**src/sv/contiguous_hole_allocator_top_assert.svh**
```systemverilog
// Assertion macros for the contiguous hole allocator.
// Used by contiguous_hole_allocator_top; expects clk and rst_n in scope.
`ifndef CONTIGUOUS_HOLE_ALLOCATOR_TOP_ASSERT_SVH
`define CONTIGUOUS_HOLE_ALLOCATOR_TOP_ASSERT_SVH

// same-cycle implication
`define HCA_ASSERT_NOW(lbl, ante, cons, msg) \
    lbl: assert property (@(posedge clk) disable iff (!rst_n) (ante) |-> (cons)) \
        else $error(msg);

// next-cycle implication
`define HCA_ASSERT_NEXT(lbl, ante, cons, msg) \
    lbl: assert property (@(posedge clk) disable iff (!rst_n) (ante) |=> (cons)) \
        else $error(msg);

`endif

```
**src/sv/hca_pkg.sv**
```systemverilog
// Package for the contiguous hole allocator: transaction types, codes, defaults.
// No dependencies.
package hca_pkg;

    localparam int MAX_BLOCKS_DEF = 16;
    localparam int ADDR_BITS_DEF  = 16;

    localparam int MSIZE_W = 17;
    localparam int ID_W    = 16;
    localparam int SIZE_W  = 17;
    localparam int START_W = 16;
    localparam int END_W   = 17;

    localparam logic [1:0] OP_ALLOC   = 2'd0;
    localparam logic [1:0] OP_FREE    = 2'd1;
    localparam logic [1:0] OP_COMPACT = 2'd2;

    localparam logic [1:0] ST_OK       = 2'd0;
    localparam logic [1:0] ST_NOFIT    = 2'd1;
    localparam logic [1:0] ST_NOTFOUND = 2'd2;
    localparam logic [1:0] ST_FULL     = 2'd3;

    localparam logic CFG_MEMORY_SIZE = 1'b0;
    localparam logic CFG_FIT_MODE    = 1'b1;

    localparam logic [MSIZE_W-1:0] MEMORY_SIZE_RST = 17'd65536;

    typedef struct packed {
        logic [1:0]        opcode;
        logic [ID_W-1:0]   block_id;
        logic [SIZE_W-1:0] alloc_len;
    } req_t;

    typedef struct packed {
        logic [1:0]         status;
        logic [START_W-1:0] start_addr;
        logic [END_W-1:0]   end_addr;
    } rsp_t;

endpackage

```
**src/sv/contiguous_hole_allocator_top.sv**
```systemverilog
// Contiguous hole allocator, top level.
// Depends on hca_pkg and contiguous_hole_allocator_top_assert.svh.

// Keeps an address-sorted table of allocated blocks (owner id, base, length) in one
// synchronous entry RAM with a registered read. Allocate walks the holes from
// address 0 to the tail (first fit or best fit, ties to the higher address) and
// inserts the new entry by shifting later entries up; free finds the lowest entry
// with the id and shifts later entries down; compact rewrites every base end to end
// from 0. One transaction is worked at a time. Every RAM step is a read, then a
// use or write. A finished result sits in an output register, so a new request is
// taken while it waits to be collected. Configuration must be written only while
// idle; the block itself does not enforce this. memory_size above 2^ADDR_BITS acts
// as 2^ADDR_BITS.
module contiguous_hole_allocator_top #(
    parameter int MAX_BLOCKS = hca_pkg::MAX_BLOCKS_DEF,
    parameter int ADDR_BITS  = hca_pkg::ADDR_BITS_DEF
) (
    input  logic                        clk,
    input  logic                        rst_n,
    input  logic                        req_valid,
    output logic                        req_stall,
    input  hca_pkg::req_t               req,
    output logic                        rsp_valid,
    input  logic                        rsp_stall,
    output hca_pkg::rsp_t               rsp,
    input  logic                        cfg_we,
    input  logic                        cfg_index,
    input  logic [hca_pkg::MSIZE_W-1:0] cfg_data
);

    // length width: holds 2^ADDR_BITS and any request size
    localparam int LW = (ADDR_BITS + 1 > hca_pkg::SIZE_W) ? ADDR_BITS + 1 : hca_pkg::SIZE_W;
    localparam int IW = (MAX_BLOCKS > 1) ? $clog2(MAX_BLOCKS) : 1;
    localparam int CW = $clog2(MAX_BLOCKS + 1);

    localparam logic [3:0] S_IDLE     = 4'd0;
    localparam logic [3:0] S_SCAN_RD  = 4'd1;
    localparam logic [3:0] S_SCAN_EV  = 4'd2;
    localparam logic [3:0] S_PLACE    = 4'd3;
    localparam logic [3:0] S_SHIFT_RD = 4'd4;
    localparam logic [3:0] S_SHIFT_WR = 4'd5;
    localparam logic [3:0] S_INSERT   = 4'd6;
    localparam logic [3:0] S_FSCAN_RD = 4'd7;
    localparam logic [3:0] S_FSCAN_EV = 4'd8;
    localparam logic [3:0] S_FSH_RD   = 4'd9;
    localparam logic [3:0] S_FSH_WR   = 4'd10;
    localparam logic [3:0] S_CMP_RD   = 4'd11;
    localparam logic [3:0] S_CMP_WR   = 4'd12;
    localparam logic [3:0] S_OUT      = 4'd13;

    typedef struct packed {
        logic [hca_pkg::ID_W-1:0] owner;
        logic [LW-1:0]            base;
        logic [LW-1:0]            length;
    } entry_t;

    // entry RAM
    entry_t entry_mem [MAX_BLOCKS];
    entry_t rd_reg;
    logic            mem_we;
    logic [IW-1:0]   mem_waddr;
    logic [IW-1:0]   mem_raddr;
    entry_t          mem_wdata;

    always_ff @(posedge clk)
    begin
        if (mem_we)
        begin
            entry_mem[mem_waddr] <= mem_wdata;
        end
        rd_reg <= entry_mem[mem_raddr];
    end

    // configuration
    logic [hca_pkg::MSIZE_W-1:0] msize_reg;
    logic                        fit_mode_reg;

    always_ff @(posedge clk or negedge rst_n)
    begin
        if (!rst_n)
        begin
            msize_reg    <= hca_pkg::MEMORY_SIZE_RST;
            fit_mode_reg <= 1'b0;
        end
        else if (cfg_we)
        begin
            if (cfg_index == hca_pkg::CFG_MEMORY_SIZE)
            begin
                msize_reg <= cfg_data;
            end
            else
            begin
                fit_mode_reg <= cfg_data[0];
            end
        end
    end

    // control and working registers
    logic [3:0]               state_reg, state_next;
    logic [CW-1:0]            count_reg, count_next;
    logic [CW-1:0]            idx_reg, idx_next;
    logic [CW-1:0]            best_pos_reg, best_pos_next;
    logic                     found_reg, found_next;
    logic [LW-1:0]            prev_end_reg, prev_end_next;
    logic [LW-1:0]            best_len_reg, best_len_next;
    logic [LW-1:0]            best_start_reg, best_start_next;
    logic [hca_pkg::ID_W-1:0] id_reg, id_next;
    logic [LW-1:0]            size_reg, size_next;
    hca_pkg::rsp_t            res_reg, res_next;
    logic                     rsp_valid_reg, rsp_valid_next;
    hca_pkg::rsp_t            rsp_reg, rsp_next;

    // hole evaluation
    logic [LW-1:0] mem_cap, mem_lim, hole_raw, hole_end, hole_len, blk_end;
    logic          hole_take;

    always_comb
    begin
        mem_cap  = LW'(1) << ADDR_BITS;
        mem_lim  = (LW'(msize_reg) > mem_cap) ? mem_cap : LW'(msize_reg);
        hole_raw = (state_reg == S_SCAN_EV) ? rd_reg.base : mem_lim;
        hole_end = (hole_raw > mem_lim) ? mem_lim : hole_raw;
        hole_len = (hole_end > prev_end_reg) ? hole_end - prev_end_reg : '0;
        blk_end  = rd_reg.base + rd_reg.length;
        if (hole_len < size_reg)
        begin
            hole_take = 1'b0;
        end
        else if (!fit_mode_reg)
        begin
            hole_take = !found_reg;
        end
        else
        begin
            hole_take = !found_reg || (hole_len <= best_len_reg);
        end
    end

    always_comb
    begin
        state_next      = state_reg;
        count_next      = count_reg;
        idx_next        = idx_reg;
        best_pos_next   = best_pos_reg;
        found_next      = found_reg;
        prev_end_next   = prev_end_reg;
        best_len_next   = best_len_reg;
        best_start_next = best_start_reg;
        id_next         = id_reg;
        size_next       = size_reg;
        res_next        = res_reg;
        rsp_valid_next  = rsp_valid_reg;
        rsp_next        = rsp_reg;
        mem_we          = 1'b0;
        mem_waddr       = idx_reg[IW-1:0];
        mem_raddr       = idx_reg[IW-1:0];
        mem_wdata       = rd_reg;

        if (rsp_valid_reg && !rsp_stall)
        begin
            rsp_valid_next = 1'b0;
        end

        case (state_reg)
            S_IDLE:
            begin
                if (req_valid)
                begin
                    id_next       = req.block_id;
                    size_next     = LW'(req.alloc_len);
                    idx_next      = '0;
                    found_next    = 1'b0;
                    prev_end_next = '0;
                    res_next      = '{status: hca_pkg::ST_OK, start_addr: '0, end_addr: '0};
                    case (req.opcode)
                        hca_pkg::OP_ALLOC:
                        begin
                            if (count_reg >= CW'(MAX_BLOCKS))
                            begin
                                res_next.status = hca_pkg::ST_FULL;
                                state_next      = S_OUT;
                            end
                            else if (req.alloc_len == '0)
                            begin
                                res_next.status = hca_pkg::ST_NOFIT;
                                state_next      = S_OUT;
                            end
                            else
                            begin
                                state_next = S_SCAN_RD;
                            end
                        end
                        hca_pkg::OP_FREE:    state_next = S_FSCAN_RD;
                        hca_pkg::OP_COMPACT: state_next = S_CMP_RD;
                        default:             state_next = S_OUT;
                    endcase
                end
            end

            S_SCAN_RD:
            begin
                // tail hole once every entry has been seen
                if (idx_reg == count_reg)
                begin
                    if (hole_take)
                    begin
                        found_next      = 1'b1;
                        best_len_next   = hole_len;
                        best_start_next = prev_end_reg;
                        best_pos_next   = idx_reg;
                    end
                    state_next = S_PLACE;
                end
                else
                begin
                    state_next = S_SCAN_EV;
                end
            end

            S_SCAN_EV:
            begin
                if (hole_take)
                begin
                    found_next      = 1'b1;
                    best_len_next   = hole_len;
                    best_start_next = prev_end_reg;
                    best_pos_next   = idx_reg;
                end
                prev_end_next = blk_end;
                idx_next      = idx_reg + 1'b1;
                state_next    = S_SCAN_RD;
            end

            S_PLACE:
            begin
                if (!found_reg)
                begin
                    res_next.status = hca_pkg::ST_NOFIT;
                    state_next      = S_OUT;
                end
                else
                begin
                    idx_next   = count_reg;
                    state_next = (count_reg > best_pos_reg) ? S_SHIFT_RD : S_INSERT;
                end
            end

            S_SHIFT_RD:
            begin
                mem_raddr  = IW'(idx_reg - 1'b1);
                state_next = S_SHIFT_WR;
            end

            S_SHIFT_WR:
            begin
                mem_we     = 1'b1;
                mem_waddr  = idx_reg[IW-1:0];
                mem_wdata  = rd_reg;
                idx_next   = idx_reg - 1'b1;
                state_next = ((idx_reg - 1'b1) > best_pos_reg) ? S_SHIFT_RD : S_INSERT;
            end

            S_INSERT:
            begin
                mem_we     = 1'b1;
                mem_waddr  = best_pos_reg[IW-1:0];
                mem_wdata  = '{owner: id_reg, base: best_start_reg, length: size_reg};
                count_next = count_reg + 1'b1;
                res_next.status     = hca_pkg::ST_OK;
                res_next.start_addr = best_start_reg[hca_pkg::START_W-1:0];
                res_next.end_addr   = hca_pkg::END_W'(best_start_reg + size_reg);
                state_next = S_OUT;
            end

            S_FSCAN_RD:
            begin
                if (idx_reg == count_reg)
                begin
                    res_next.status = hca_pkg::ST_NOTFOUND;
                    state_next      = S_OUT;
                end
                else
                begin
                    state_next = S_FSCAN_EV;
                end
            end

            S_FSCAN_EV:
            begin
                if (rd_reg.owner == id_reg)
                begin
                    res_next.start_addr = rd_reg.base[hca_pkg::START_W-1:0];
                    res_next.end_addr   = blk_end[hca_pkg::END_W-1:0];
                    if ({1'b0, idx_reg} + (CW+1)'(1) < {1'b0, count_reg})
                    begin
                        state_next = S_FSH_RD;
                    end
                    else
                    begin
                        count_next = count_reg - 1'b1;
                        state_next = S_OUT;
                    end
                end
                else
                begin
                    idx_next   = idx_reg + 1'b1;
                    state_next = S_FSCAN_RD;
                end
            end

            S_FSH_RD:
            begin
                mem_raddr  = IW'(idx_reg + 1'b1);
                state_next = S_FSH_WR;
            end

            S_FSH_WR:
            begin
                mem_we    = 1'b1;
                mem_waddr = idx_reg[IW-1:0];
                mem_wdata = rd_reg;
                idx_next  = idx_reg + 1'b1;
                if ({1'b0, idx_reg} + (CW+1)'(2) < {1'b0, count_reg})
                begin
                    state_next = S_FSH_RD;
                end
                else
                begin
                    count_next = count_reg - 1'b1;
                    state_next = S_OUT;
                end
            end

            S_CMP_RD:
            begin
                if (idx_reg == count_reg)
                begin
                    res_next.end_addr = prev_end_reg[hca_pkg::END_W-1:0];
                    state_next        = S_OUT;
                end
                else
                begin
                    state_next = S_CMP_WR;
                end
            end

            S_CMP_WR:
            begin
                mem_we        = 1'b1;
                mem_waddr     = idx_reg[IW-1:0];
                mem_wdata     = '{owner: rd_reg.owner, base: prev_end_reg,
                                  length: rd_reg.length};
                prev_end_next = prev_end_reg + rd_reg.length;
                idx_next      = idx_reg + 1'b1;
                state_next    = S_CMP_RD;
            end

            S_OUT:
            begin
                if (!rsp_valid_reg || !rsp_stall)
                begin
                    rsp_valid_next = 1'b1;
                    rsp_next       = res_reg;
                    state_next     = S_IDLE;
                end
            end

            default: state_next = S_IDLE;
        endcase
    end

    always_ff @(posedge clk or negedge rst_n)
    begin
        if (!rst_n)
        begin
            state_reg     <= S_IDLE;
            count_reg     <= '0;
            rsp_valid_reg <= 1'b0;
        end
        else
        begin
            state_reg     <= state_next;
            count_reg     <= count_next;
            rsp_valid_reg <= rsp_valid_next;
        end
    end

    always_ff @(posedge clk)
    begin
        idx_reg        <= idx_next;
        best_pos_reg   <= best_pos_next;
        found_reg      <= found_next;
        prev_end_reg   <= prev_end_next;
        best_len_reg   <= best_len_next;
        best_start_reg <= best_start_next;
        id_reg         <= id_next;
        size_reg       <= size_next;
        res_reg        <= res_next;
        rsp_reg        <= rsp_next;
    end

    assign req_stall = (state_reg != S_IDLE);
    assign rsp_valid = rsp_valid_reg;
    assign rsp       = rsp_reg;

`include "contiguous_hole_allocator_top_assert.svh"

    `HCA_ASSERT_NOW(a_count_bound, 1'b1, count_reg <= CW'(MAX_BLOCKS), "entry count overflow")
    `HCA_ASSERT_NEXT(a_accept_busy, req_valid && !req_stall, state_reg != S_IDLE, "request lost")
    `HCA_ASSERT_NOW(a_insert_pos, state_reg == S_INSERT, best_pos_reg <= count_reg, "bad insert slot")
    `HCA_ASSERT_NOW(a_insert_room, state_reg == S_INSERT, count_reg < CW'(MAX_BLOCKS), "insert into full table")

endmodule
```
**config.mk**
```make
export PLATFORM = sky130hd
export DESIGN_NAME = contiguous_hole_allocator_top
export DESIGN_NICKNAME = d
export VERILOG_FILES = /design/src/sv/hca_pkg.sv /design/src/sv/contiguous_hole_allocator_top.sv
export VERILOG_INCLUDE_DIRS = /design/src /design/src/sv
export SDC_FILE = /design/constraint.sdc
export NUM_CORES = 2
export LEC_CHECK = 0
export BUFFER_PORTS_ARGS = -buffer_cell sky130_fd_sc_hd__buf_2
export CORE_MARGIN = 2
export CORE_UTILIZATION = 62
export DETAILED_ROUTE_END_ITERATION = 12
export PLACE_DENSITY = 0.78
export SLEW_MARGIN = 25
export SYNTH_ARGS = -nofsm -noshare
export SYNTH_HDL_FRONTEND = slang
export SYNTH_SLANG_ARGS = --single-unit
```
**constraint.sdc**
```tcl
create_clock -name clk -period 25.6 [get_ports clk]
set_clock_uncertainty 0.05 [all_clocks]
set_input_delay 5.12 -clock clk [delete_from_list [all_inputs] [get_ports clk]]
set_output_delay 5.12 -clock clk [all_outputs]
set_load 0.005 [all_outputs]
```
# Word-level counts from Yosys, hierarchy flattened
# Memories as Yosys holds them, arrays and structs flattened. A register that Yosys moved wholly into a read port is not among the register bits.
# Cells that the tools add are included.
dict set report op_classes {
  addsub 10
  order_cmp 10
  n_eq_ne 28
  mux 64
  bitwise_logic 1
  n_reduce_logical 33
}
# cell count
set ops {}
lappend ops {{two-way mux 17 bit} 10}
lappend ops {{one-hot mux 50 bit (2 select lines)} 1}
lappend ops {{one-hot mux 17 bit (2 select lines)} 2}
lappend ops {{one-hot mux 17 bit (4 select lines)} 1}
lappend ops {{one-hot mux 4 bit (14 select lines)} 1}
lappend ops {{adder 17 bit} 3}
lappend ops {{one-hot mux 17 bit (3 select lines)} 1}
lappend ops {{one-hot mux 16 bit (3 select lines)} 1}
lappend ops {{two-way mux 5 bit} 8}
lappend ops {{two-way mux 35 bit} 1}
lappend ops {{> comparator 17 bit} 2}
lappend ops {{two-way mux 33 bit} 1}
lappend ops {{two-way mux 4 bit} 7}
lappend ops {{one-hot mux 5 bit (5 select lines)} 1}
lappend ops {{== test 4 bit, second input constant} 6}
lappend ops {{!= test 2 bit, second input constant} 11}
lappend ops {{> comparator 17 bit, second input constant} 1}
lappend ops {{less-or-equal comparator 17 bit} 1}
lappend ops {{zero test 17 bit} 1}
lappend ops {{less-than comparator 17 bit} 1}
lappend ops {{subtractor 17 bit} 1}
lappend ops {{== test 16 bit} 1}
lappend ops {{== test 4 x 3 -> 1 bit, second input constant} 4}
lappend ops {{AND reduction 4 bit} 4}
lappend ops {{35 further kinds} 75}
dict set report totals {
  ff_bits 193
  mem_bits_rw 800
  inputBits 58
  out_inout_bits 37
  wordCells 166
  mem_count 1
}
# memory depth width rd rd_ports_with_merged_regs wr line_no
set mem_list {}
lappend mem_list {entry_mem 16 50 1 1 1 contiguous_hole_allocator_top.sv:58} ;# entry_t entry_mem [MAX_BLOCKS];

# Depth between registers and ports, before layout
dict set report depth {
  ltp_word 14
  depth_mapped 36
  ltp_nobuf 33
}

# Worst setup path after synthesis
# No wires, ideal clock.
dict set report synth_path {
  path_kind {reg-to-reg}
  startpoint {register state_reg[0]}
  endpoint {register best_len_reg[0] (enable)}
  setup_ps 534
  arrival_ps 10586
  required_time_ps 25016
  slack_ps 14431
  path_stages_with_launch 37
  path_buffers 4
  period_less_slack_ps 11169
  path_cell_list {dfrtp_1 > buf_2 > nand2b_1 > nor3_1 > clkbuf_1 > nor2_1 > a21oi_1 > inv_1 > ha_1 > nor2b_1 > o21a_1 > o21a_1 > o21ai_0 > a31o_2 > a21oi_1 > o21ai_2 > buf_2 > mux2_2 > ha_1 > o21ai_0 > nand2b_1 > a21oi_1 > o21ba_2 > a21oi_1 > o211ai_1 > o41ai_1 > clkbuf_1 > nor2_1 > ha_1 > nor2b_1 > o21a_1 > o21a_1 > o21a_1 > o21ai_0 > a21oi_1 > o221ai_1 > nor4bb_1}
}
# item line_no
set synth_rtl {}
lappend synth_rtl {{start: declaration} contiguous_hole_allocator_top.sv:99} ;# logic [3:0] state_reg, state_next;
lappend synth_rtl {{start signal: assignment} contiguous_hole_allocator_top.sv:382} ;# state_reg <= state_next;
lappend synth_rtl {{end signal: assignment} contiguous_hole_allocator_top.sv:394} ;# best_len_reg <= best_len_next;
lappend synth_rtl {{end: declaration} contiguous_hole_allocator_top.sv:105} ;# logic [LW-1:0] best_len_reg, best_len_next;

==> impl_summary.md <==
Timing
The final-layout setup total negative slack is 0 ns. The number of slew-limit violations in the final report is 0. The post-layout worst setup margin is 16.53 ns.

Setup repair after global routing left no endpoint under its margin. The final number of hold-violating endpoints is 0. The minimum clock period is 9.07 ns.

Headroom to the max-slew limit came out at 28.7%. The fraction of the cycle the final worst path needs is 35.4%. The highest clock frequency the design can meet is 110 MHz. For the pin with the worst max-slew slack, the measured transition is 1.07 ns. Setup violations remaining at the end of the flow were counted as 0.

Yosys
The mean cell area of the mapped netlist is 16.1 um^2. The number of warning messages in the yosys log is 0. In this run, synthesis produced a sequential element count of 1,043. Of all flip-flops after synthesis, the portion carrying an async set or reset was 2.68%. The number of enable flip-flop cells after synthesis is 965. For this run, the register share of the synthesized area comes to 67.4%. The combined area of all synthesized cells is 45,500 um^2.

Counting distinct cell types in the post-synthesis netlist gives 84. The post-synth net total is 3,035. The cell count after synthesis came out at 2,827. The top flip-flop cell by instance count after synthesis is edfxtp_1.

Place
In this run the cell area measured after placement is 47,300 um^2. The post-detailed-placement half-perimeter wirelength is 68,200 um. Routability-driven placement finished with a final weighted congestion of 0.913. The count of port buffers added during placement is 94.

OpenSTA, run right after detailed placement, puts the worst setup slack at 16.71 ns.

Clock network
In this run the deepest clock path goes through 3 buffers. After clock tree synthesis, the clock-pin slew on the worst setup and hold paths is 0.06 ns. The CTS tree is built. After clock tree synthesis, the repair step resized 0 gates. The count of H-tree levels built during CTS is 3. The total clock sinks is 1,043. The clock root buffer is clkbuf_16.

Clock latency on the worst-skew pair, taken at its later pin, is 0.66 ns. The post-cts hold buffer count is 0. Clock tree synthesis inserted a total of 103 buffers. The number of buffers added for setup after CTS is 0.

Job
The total of max-cap violations is 0.

Detailed routing
The routed via count divided by cell count is 6.65. For this block, the routed nets add up to 116,000 um of wire. After detailed routing, the number of remaining DRC violations is 0. The routed via count is 26,700. The detail route stage leaves a number of antenna-violating nets equal to 0. The violation count after the first detailed-route iteration is 2,822. The first detailed-routing pass ran for 6 iterations.

The post-detailed-route wirelength per cell is 29.0 um.

Min path
The worst hold path belongs to the class flip-flop to flip-flop.

Critical path
In this design, the largest share of critical-path delay is due to compound AO/OA/AOI/OAI gates. In this run the worst path has a maximum fanout of 43. The combined buffer and inverter count along the critical path is 5. The highest-delay cell along the critical path is nor4bb_4.

The endpoint kind of the worst setup timing path is a flip-flop. The worst setup path category is flip-flop to flip-flop. At the worst endpoint, the required time is 25.84 ns.

For the worst setup path, the data arrival time is 9.31 ns. The type of element launching the critical path is a flip-flop. The most numerous cell on the critical path is buf_4. In this design, the stage delay of the slowest critical-path cell is 0.58 ns.

Die
The number of placement rows is 99. During I/O placement, the number of pins put on the boundary was 95. The y dimension of the die is 275 um. In this run the horizontal extent of the chip is 275 um. The effective utilization at floorplan is 62.5%. The core area is 72,800 um^2. The overall die area is 75,600 um^2.

Layout
The antenna diode count is 0. The signed area change from the synthesized netlist to the final layout is 11.5%. The ratio of cells with drive above 1 in the final layout is 20.5%. The final net count is 3,174. Summing all non-filler instances in the final layout gives an area of 50,800 um^2. The post-route core utilization is 69.7%.

The number of flip-flops under the largest register name is 800.

Global route
The via count of the first global-routing pass is 27,400. Across every metal layer, demand over resource in global routing totals 31.3%. The maximum number of pins on one net before global-route repair is 101. The total global routing overflow is 0. The global-route wire length before repair is 173,000 um. The initial antenna violation count is 2.

Power and ir drop
The power after layout is 7240 uW. For this design the static power due to leakage is 0.0178 uW. The power density over the cells is 143 nW/um^2. The worst IR drop on VDD is 0.000139 V.

Status
The run finished with clean final reports.
==> cell families after synthesis <==
family,after synthesis,synth area share [%]
adder cells (fa/ha/maj),150,4.21
flip-flops,1043,67.4
AND/OR/NAND/NOR,610,6.15
buffers and inverters,223,2.30
AO/OA/AOI/OAI,479,7.44
multiplexers,238,10.9
XOR/XNOR,84,1.63
==> stage by stage <==
step | instances | hold slack [ns]
floorplan | 2827 | 0.350
global placement | 3817 | 0.351
detailed placement | 3818 | 0.355
CTS | 4008 | 0.358
global route | 4010 | 0.374
finish | 4010 | 0.362
==> cell type report <==
type / count / area (um^2)
Tap cell: 959 / 1200
Sequential cell: 1043 / 30700
Clock buffer: 141 / 2920
Timing Repair Buffer: 156 / 1020
Inverter: 101 / 379
Fill cell: 4553 / 22100
Multi-Input combinational cell: 1561 / 14000
Clock inverter: 49 / 507
==> layer usage <==
layer	wire length (um)	track usage, %
met1	43800	42.3
met2	57000	51.3
met3	10900	5.71
met4	4410	12.4
met5	13	0
==> final timing paths <==
kind	start	endpoint	slack [ns]	cells after the start
worst max-delay path	state_reg[0]	best_start_reg[11]	16.53	35
worst max register to register	state_reg[0]	best_start_reg[11]	16.53	35
worst min register to register	res_reg[9]	rsp[9]	0.36	0
max in group asynchronous	rst_n	fit_mode_reg	20.56	1
min in group asynchronous	rst_n	count_reg[0]	4.47	1
worst min-delay path	res_reg[9]	rsp[9]	0.36	0
==> placed cells by master, fill, tap and decap left out, drive strengths merged, types with 28 or more instances in the layout <==
| master | count |
|---|---|
| edfxtp | 965 |
| a211oi | 64 |
| nor2b | 35 |
| buf | 156 |
| a21o | 28 |
| nor2 | 102 |
| inv | 106 |
| clkinv | 28 |
| o21ai | 94 |
| ha | 145 |
| xor2 | 50 |
| mux4 | 200 |
| dfxtp | 50 |
| clkbuf | 141 |
| nor3 | 31 |
| a31oi | 63 |
| and2 | 60 |
| a22oi | 28 |
| nand2 | 294 |
| xnor2 | 34 |
| a21oi | 82 |
==> where the power goes <==
part | internal [uW] | total (uW) | switching [uW] | leakage (uW)
logic | 1270 | 3160 | 1890 | 0.00660
clock network | 881 | 1510 | 631 | 0.00166
registers | 2390 | 2570 | 178 | 0.00949
total | 4540 | 7240 | 2700 | 0.0178
==> synth_stat cells, types with 5 or more instances <==
master | count | share of area, %
o221ai_1 | 6 | 0.12
xor2_1 | 50 | 0.96
and2_1 | 60 | 0.82
or3_1 | 7 | 0.096
nand4_1 | 16 | 0.22
dfrtp_1 | 27 | 1.5
mux2i_1 | 11 | 0.24
and3_1 | 6 | 0.082
a211oi_2 | 40 | 1.1
nand2b_1 | 13 | 0.18
buf_6 | 12 | 0.30
mux4_2 | 192 | 9.5
a22o_1 | 21 | 0.40
fa_1 | 5 | 0.22
a21boi_0 | 5 | 0.082
buf_1 | 7 | 0.058
nand2_1 | 294 | 2.4
edfxtp_1 | 965 | 64
clkbuf_1 | 68 | 0.56
mux4_1 | 8 | 0.46
a31oi_1 | 63 | 0.87
dfxtp_1 | 50 | 2.2
ha_1 | 145 | 4.0
mux2_2 | 27 | 0.67
inv_1 | 100 | 0.82
buf_2 | 17 | 0.19
a211oi_1 | 24 | 0.40
and4_1 | 5 | 0.096
nand3_1 | 17 | 0.19
a21o_1 | 28 | 0.46
nor2_1 | 101 | 0.83
o21bai_1 | 6 | 0.099
o21ai_0 | 88 | 0.97
o21a_1 | 22 | 0.36
o211ai_1 | 8 | 0.13
nor2b_1 | 35 | 0.48
nor3_1 | 31 | 0.34
a22oi_1 | 28 | 0.46
buf_4 | 13 | 0.21
o22ai_1 | 15 | 0.21
xnor2_1 | 33 | 0.63
nor4_1 | 11 | 0.15
a21oi_1 | 81 | 0.89
Power figures use the tool's default switching activity.
